**src/rsf_pkg.sv**
```systemverilog
// ----------------------------------------------------------------------------
// rsf_pkg
// Shared types, constants and the header byte function of the raster framer.
// ----------------------------------------------------------------------------
package rsf_pkg;

  localparam int unsigned DimW     = 14;
  localparam int unsigned CompW    = 8;
  localparam int unsigned MapValW  = 16;
  localparam int unsigned MapEnW   = 3;
  localparam int unsigned CfgIdxW  = 2;
  localparam int unsigned ByteIdxW = 6;
  localparam int unsigned LineW    = 16;
  localparam int unsigned LenW     = 32;

  localparam logic [31:0] RasMagic   = 32'h59a6_6a95;
  localparam logic [31:0] RasDepth   = 32'd24;
  localparam logic [31:0] RasTypeRgb = 32'd3;

  // Position of each byte within the bytes caused by one pixel.
  localparam logic [ByteIdxW-1:0] IdxRed   = 6'd32;
  localparam logic [ByteIdxW-1:0] IdxGreen = 6'd33;
  localparam logic [ByteIdxW-1:0] IdxBlue  = 6'd34;
  localparam logic [ByteIdxW-1:0] IdxPad   = 6'd35;

  typedef enum logic {
    CMD_LOAD  = 1'b0,
    CMD_PIXEL = 1'b1
  } cmd_e;

  typedef enum logic [1:0] {
    MAP_RED   = 2'd0,
    MAP_GREEN = 2'd1,
    MAP_BLUE  = 2'd2,
    MAP_NONE  = 2'd3
  } map_sel_e;

  typedef enum logic [CfgIdxW-1:0] {
    REG_WIDTH  = 2'd0,
    REG_HEIGHT = 2'd1,
    REG_MAP_EN = 2'd2,
    REG_NONE   = 2'd3
  } cfg_reg_e;

  // Byte of the 32-byte header at position idx, words sent big-endian.
  function automatic logic [7:0] header_byte(
    input logic [4:0]      idx,
    input logic [DimW-1:0] width,
    input logic [DimW-1:0] height,
    input logic [LenW-1:0] length
  );
    logic [31:0] word;
    logic [31:0] shifted;
    case (idx[4:2])
      3'd0:    word = RasMagic;
      3'd1:    word = {{(32-DimW){1'b0}}, width};
      3'd2:    word = {{(32-DimW){1'b0}}, height};
      3'd3:    word = RasDepth;
      3'd4:    word = length;
      3'd5:    word = RasTypeRgb;
      default: word = 32'd0;
    endcase
    shifted = word >> {~idx[1:0], 3'b000};
    return shifted[7:0];
  endfunction

endpackage

```
**src/rsf_map_ram.sv**
```systemverilog
// ----------------------------------------------------------------------------
// rsf_map_ram
// 256 x 8 component map with one write port and one registered read port.
// ----------------------------------------------------------------------------
module rsf_map_ram import rsf_pkg::*; (
  input  logic             clk_i,
  input  logic             we_i,
  input  logic [CompW-1:0] waddr_i,
  input  logic [CompW-1:0] wdata_i,
  input  logic             re_i,
  input  logic [CompW-1:0] raddr_i,
  output logic [CompW-1:0] rdata_o
);

  logic [CompW-1:0] mem [2**CompW];
  logic [CompW-1:0] rdata_q;

  always_ff @(posedge clk_i) begin
    if (we_i) begin
      mem[waddr_i] <= wdata_i;
    end
  end

  // The read data is held until the next read, so it stays valid while the
  // pixel waits for the output side.
  always_ff @(posedge clk_i) begin
    if (re_i) begin
      rdata_q <= mem[raddr_i];
    end
  end

  assign rdata_o = rdata_q;

endmodule

```
**config.mk**
```make
export PLATFORM = sky130hd
export DESIGN_NAME = rsf_map_ram
export DESIGN_NICKNAME = d
export VERILOG_FILES = /design/src/rsf_pkg.sv /design/src/rsf_map_ram.sv
export SDC_FILE = /design/constraint.sdc
export NUM_CORES = 2
export LEC_CHECK = 0
export ABC_CLOCK_PERIOD_IN_PS = 2650
export BUFFER_PORTS_ARGS = -buffer_cell sky130_fd_sc_hd__buf_2
export CAP_MARGIN = 30
export CORE_AREA = 2 2 450 452
export DETAILED_ROUTE_END_ITERATION = 10
export DIE_AREA = 0 0 452 454
export PLACE_DENSITY = 0.55
export SYNTH_ARGS = -nofsm -noshare
export SYNTH_HDL_FRONTEND = slang
export SYNTH_SLANG_ARGS = --single-unit
```
**constraint.sdc**
```tcl
create_clock -name clk_i -period 2.65 [get_ports clk_i]
set_input_delay 0.265 -clock clk_i [delete_from_list [all_inputs] [get_ports clk_i]]
set_output_delay 0.265 -clock clk_i [all_outputs]
set_load 0.005 [all_outputs]
```
## Yosys cells after proc, flatten, opt, wreduce, memory -nomap -nowiden

Memory sizes are Yosys's and may differ from the RTL's. A register that Yosys moved wholly into a read port is not among the register bits.
Index checks and enable logic that the tools add are counted.

| storage, ports and cells | value |
|---|---|
| flip-flop bits (word level) | 0 |
| latch bits | 0 |
| memory bits (read-only) | 0 |
| word-level logic and storage cells | 3 |
| bits in writable memories | 2048 |
| output and inout bits | 8 |
| memories kept | 1 |

| cells by class | value |
|---|---|
| reduce and logical (&&, ||, !) cells | 0 |
| multiply operators | 0 |
| equality and inequality tests | 0 |
| bitwise operators | 0 |
| $lt $le $gt $ge | 0 |
| muxes and demuxes | 2 |
| add/sub/neg operators | 0 |
| shift operators | 0 |
| div/mod/pow operators | 0 |

Memories:

| memory | words | bits a word | rd ports | clocked after Yosys merged registers in | wr ports | RTL line | source |
|---|---|---|---|---|---|---|---|
| mem | 256 | 8 | 1 | 1 | 1 | rsf_map_ram.sv:15 | `logic [CompW-1:0] mem [2**CompW];` |

Operator list:

| cell | count |
|---|---|
| $mux 1 | 2 |

## Logic depth before layout (Yosys ltp)

| depth | value |
|---|---|
| depth after elaboration | 2 |
| depth in mapped cells | 11 |
| mapped depth without buffers | 6 |

## Worst setup path after synthesis

OpenSTA, ideal clock, no wires.

| timing | value |
|---|---|
| path type | in2reg |
| start | input port raddr_i[0] |
| end | register rdata_q[2], in the netlist rdata_o[2], read port of mem, data pin |
| stages | 9 |
| data arrival time | 2.072 ns |
| data required time | 2.381 ns |
| library setup time | 0.269 ns |
| path slack | 0.309 ns |
| cell sequence | buf_6 > buf_12 > buf_8 > buf_2 > mux4_2 > a22oi_1 > a21oi_1 > nor4_1 > nor4_2 |

RTL lines:

| item | RTL line | source |
|---|---|---|
| from (decl) | rsf_map_ram.sv:11 | `input logic [CompW-1:0] raddr_i,` |
| to (decl) | rsf_map_ram.sv:16 | `logic [CompW-1:0] rdata_q;` |

==> summary.md <==
| Metric | Value |
|---|---|
| DRC | `0` |
| Largest net degree at the start of global routing | `87` |
| Clock Latency Late Sink | `approximately 0.84 ns` |
| Seq/Total Area, Yosys | `0.775` |
| RSZ-0062 raised after global routing | `false` |
| #FFs+latches synth | `between 2000 and 2500` |
| Die Y | `454 um` |
| CTS root buf | `clkbuf_16` |
| H-tree depth | `4` |
| Layout Skew | `about 0.028 ns` |
| PwrDens | `722 mW/mm2` |
| Clk buf depth | `3` |
| # port buffers | `34` |
| Reg2Reg Depth | `5` |
| Multi-input gate area | `0.0165 mm2` |
| Global Route Usage Sum | `0.208` |
| Layout area overhead | `19.2%` |
| Finish-stage setup viols | `0` |
| Clock transition at path regs | `0.06 ns` |
| Relative slew slack | `0.333` |
| CTS buffer count | `~210` |
| Nets@finish | `4496` |
| Final RePlAce weighted congestion | `a little over 0.8` |
| HP Start | `we_i` |
| DR vias | `40700` |
| Core Area | `0.201 mm2` |
| Reg area | `0.0617 mm2` |
| Avg Inst Size Synth | `21.3 um2` |
| Part of the cycle the worst path needs | `0.998` |
| Status | `finished, final reports clean` |
| R2R Path End | `rdata_o[5]$_DFFE_PP_` |
| Post-DP HPWL | `139000 um` |
| Critical path arrival | `3.19 ns` |
| Pre-antenna DRT Iters | `6` |
| Hold Fails Final Rpt | `0` |
| Peak VDD IR | `0.534 mV` |
| Initial core utilization | `0.396` |
| Crit-path max FO | `1` |
| Critical path class | `reg2reg` |
| Cell variety after synth | `54` |
| Max_cap viols | `0` |
| Share of cells above drive strength 1 | `0.328` |
| First-pass GRT wire length | `306000 um` |
| Vias/cell | `5.57` |
| Pins over their slew limit | `0` |
| ANT nets after route | `0` |
| Placement row count | `165` |
| Min-Delay Endpoint | `mem[217][4]$_DFFE_PP_` |
| Overall power | `68.5 mW` |
| CP startpoint kind | `flip-flop` |
| Syn nets | `3760` |
| Detailed-route wire length | `213000 um` |
| Routed wire length per instance | `29.1 um` |
| Worst EP required | `3.20 ns` |
| Filler cells | `16600` |
| Vias in the first global route | `41500` |
| Hold depth | `3` |
| Final worst path period need | `2.65 ns` |
| Final core utilization | `0.473` |
| Max Freq | `around 380 MHz` |
| Post-CTS Setup Inserts | `0` |
| Leakage | `30.7 nW` |
| Critical R2R Launch | `mem[139][5]$_DFFE_PP_` |
| CTS tree | `yes` |
| Die Span X | `approximately 450 um` |
| Ports | `35` |
| Cell Area, Synth | `0.0796 mm2` |
| Initial antenna violation count | `11` |
| CP Capture Type | `flip-flop` |
| Setup TNS Final | `0 ns` |
| Remaining Overflow, GRT | `0` |
| Clock sink count | `slightly above 2000` |
| Worst min path class | `in2reg` |
| R2r setup slk | `about 0.0042 ns` |
| Die area | `0.205 mm2` |
| Starting DRT DRC Count | `4855` |
| Worst-Margin Slew | `0.991 ns` |
| Yosys warning count | `0` |
| Cell count after synthesis | `around 3700` |
layer usage:
metal	share of wire	GRT usage
met5	0	0
met4	0.023	0.0543
met3	0.061	0.0325
met2	0.48	0.334
met1	0.43	0.297
cells by family after synthesis:
logic type             after synthesis  synth area share
flip-flops                        2056             0.775
AND/OR/NAND/NOR                    466            0.0263
buffers and inverters              235            0.0183
multiplexers                       591             0.146
AO/OA/AOI/OAI                      385            0.0342
timing repair:
item	in CTS	in global routing
hold endpoints to repair	454	0
gates resized for setup	3	2
hold buffers	9	0
setup endpoints to repair	3	2
cell type report:
class / count / area share
clock buffers: 260 / 0.0578
multi-input cells: 1442 / 0.174
flip-flops and latches: 2056 / 0.650
well taps: 2672 / 0.0352
clock inverters: 117 / 0.0119
diodes: 4 / 0.000105
inverters: 2 / 0.0000791
repair buffers: 760 / 0.0706
critical path, stage by stage, from the launching register on:
cell	delay [ns]
edfxtp_1	0.39
mux4_2	0.48
a22oi_1	0.30
a21oi_1	0.18
nor4_1	0.87
nor4_1	0.13
sequential cells by signal, summed over array words and instances (netlist names):
name / count
mem: 2048
rdata_o: 8
cell usage after synthesis (all sizes together):
| cell | number | area, um2 |
|---|---|---|
| nor3 | 22 | 110 |
| a211oi | 16 | 120 |
| a22o | 8 | 70.1 |
| clkbuf | 111 | 417 |
| mux2 | 1 | 11.3 |
| or2b | 1 | 7.51 |
| a2111oi | 5 | 52.6 |
| o22a | 5 | 43.8 |
| edfxtp | 2056 | 61700 |
| a31oi | 2 | 12.5 |
| o311ai | 1 | 8.76 |
| a21oi | 96 | 480 |
| o221ai | 47 | 418 |
| nand2b | 8 | 50.1 |
| a221oi | 14 | 129 |
| nor3b | 1 | 7.51 |
| clkinv | 1 | 3.75 |
| mux4 | 456 | 10300 |
| nor4b | 1 | 8.76 |
| a21boi | 1 | 7.51 |
| or2 | 4 | 25.0 |
| nor4 | 27 | 188 |
| nor2b | 31 | 194 |
| nor2 | 282 | 1060 |
| a311oi | 2 | 17.5 |
| o21ai | 12 | 60.1 |
| o22ai | 28 | 175 |
| o211ai | 10 | 75.1 |
| or3b | 1 | 8.76 |
| o32ai | 5 | 51.3 |
| a22oi | 133 | 998 |
| mux2i | 134 | 1340 |
| nand3b | 2 | 15.0 |
| nand4 | 10 | 62.6 |
| and3 | 1 | 6.26 |
| buf | 122 | 1030 |
| inv | 1 | 3.75 |
| and3b | 2 | 17.5 |
| nand2 | 33 | 124 |
| nand3 | 34 | 170 |
| and2 | 6 | 37.5 |
cell usage in the layout (no fill, tap or decap), types with 42 or more instances in the layout:
master     count
a21oi_1       96
a22oi_1      133
buf_12        77
buf_4        640
clkbuf_1      48
clkbuf_16    212
clkinv_1      42
edfxtp_1    2056
mux2i_1      134
mux4_2       454
nor2_1       279
o221ai_1      46
metrics by stage:
step	cell area [um2]	setup slack [ns]	hold WS, ns	std cells
5_1_grt	95000	0.000181	0.144	7311
4_1_cts	94900	0.0299	0.0760	7309
2_1_floorplan	79600	0.309	0.364	3733
6_report	95000	0.00421	0.147	7313
3_3_place_gp	88200	-1.23	0.694	6920
3_5_place_dp	88200	-0.909	0.701	6923
power by group:
part / internal (mW) / switching (mW) / leakage, nW
clock: 16.5 / 12.3 / 3.23
sequential: 35.9 / 0.0512 / 18.5
combinational: 1.53 / 2.30 / 8.98
how the worst max path moves through the flow:
stage	startpoint	to	slack (ns)	cells past startpoint
6_report	mem[139][5]$_DFFE_PP_	rdata_o[5]$_DFFE_PP_	0.004	5
3_3_place_gp	raddr_i[0]	rdata_o[4]$_DFFE_PP_	-1.23	9
3_5_place_dp	raddr_i[0]	rdata_o[3]$_DFFE_PP_	-0.91	9
5_1_grt	mem[181][5]$_DFFE_PP_	rdata_o[5]$_DFFE_PP_	0.0002	5
4_1_cts	mem[50][0]$_DFFE_PP_	rdata_o[0]$_DFFE_PP_	0.03	6
2_1_floorplan	raddr_i[0]	rdata_o[2]$_DFFE_PP_	0.31	9
Note: power is estimated with default switching activity, not from simulation.
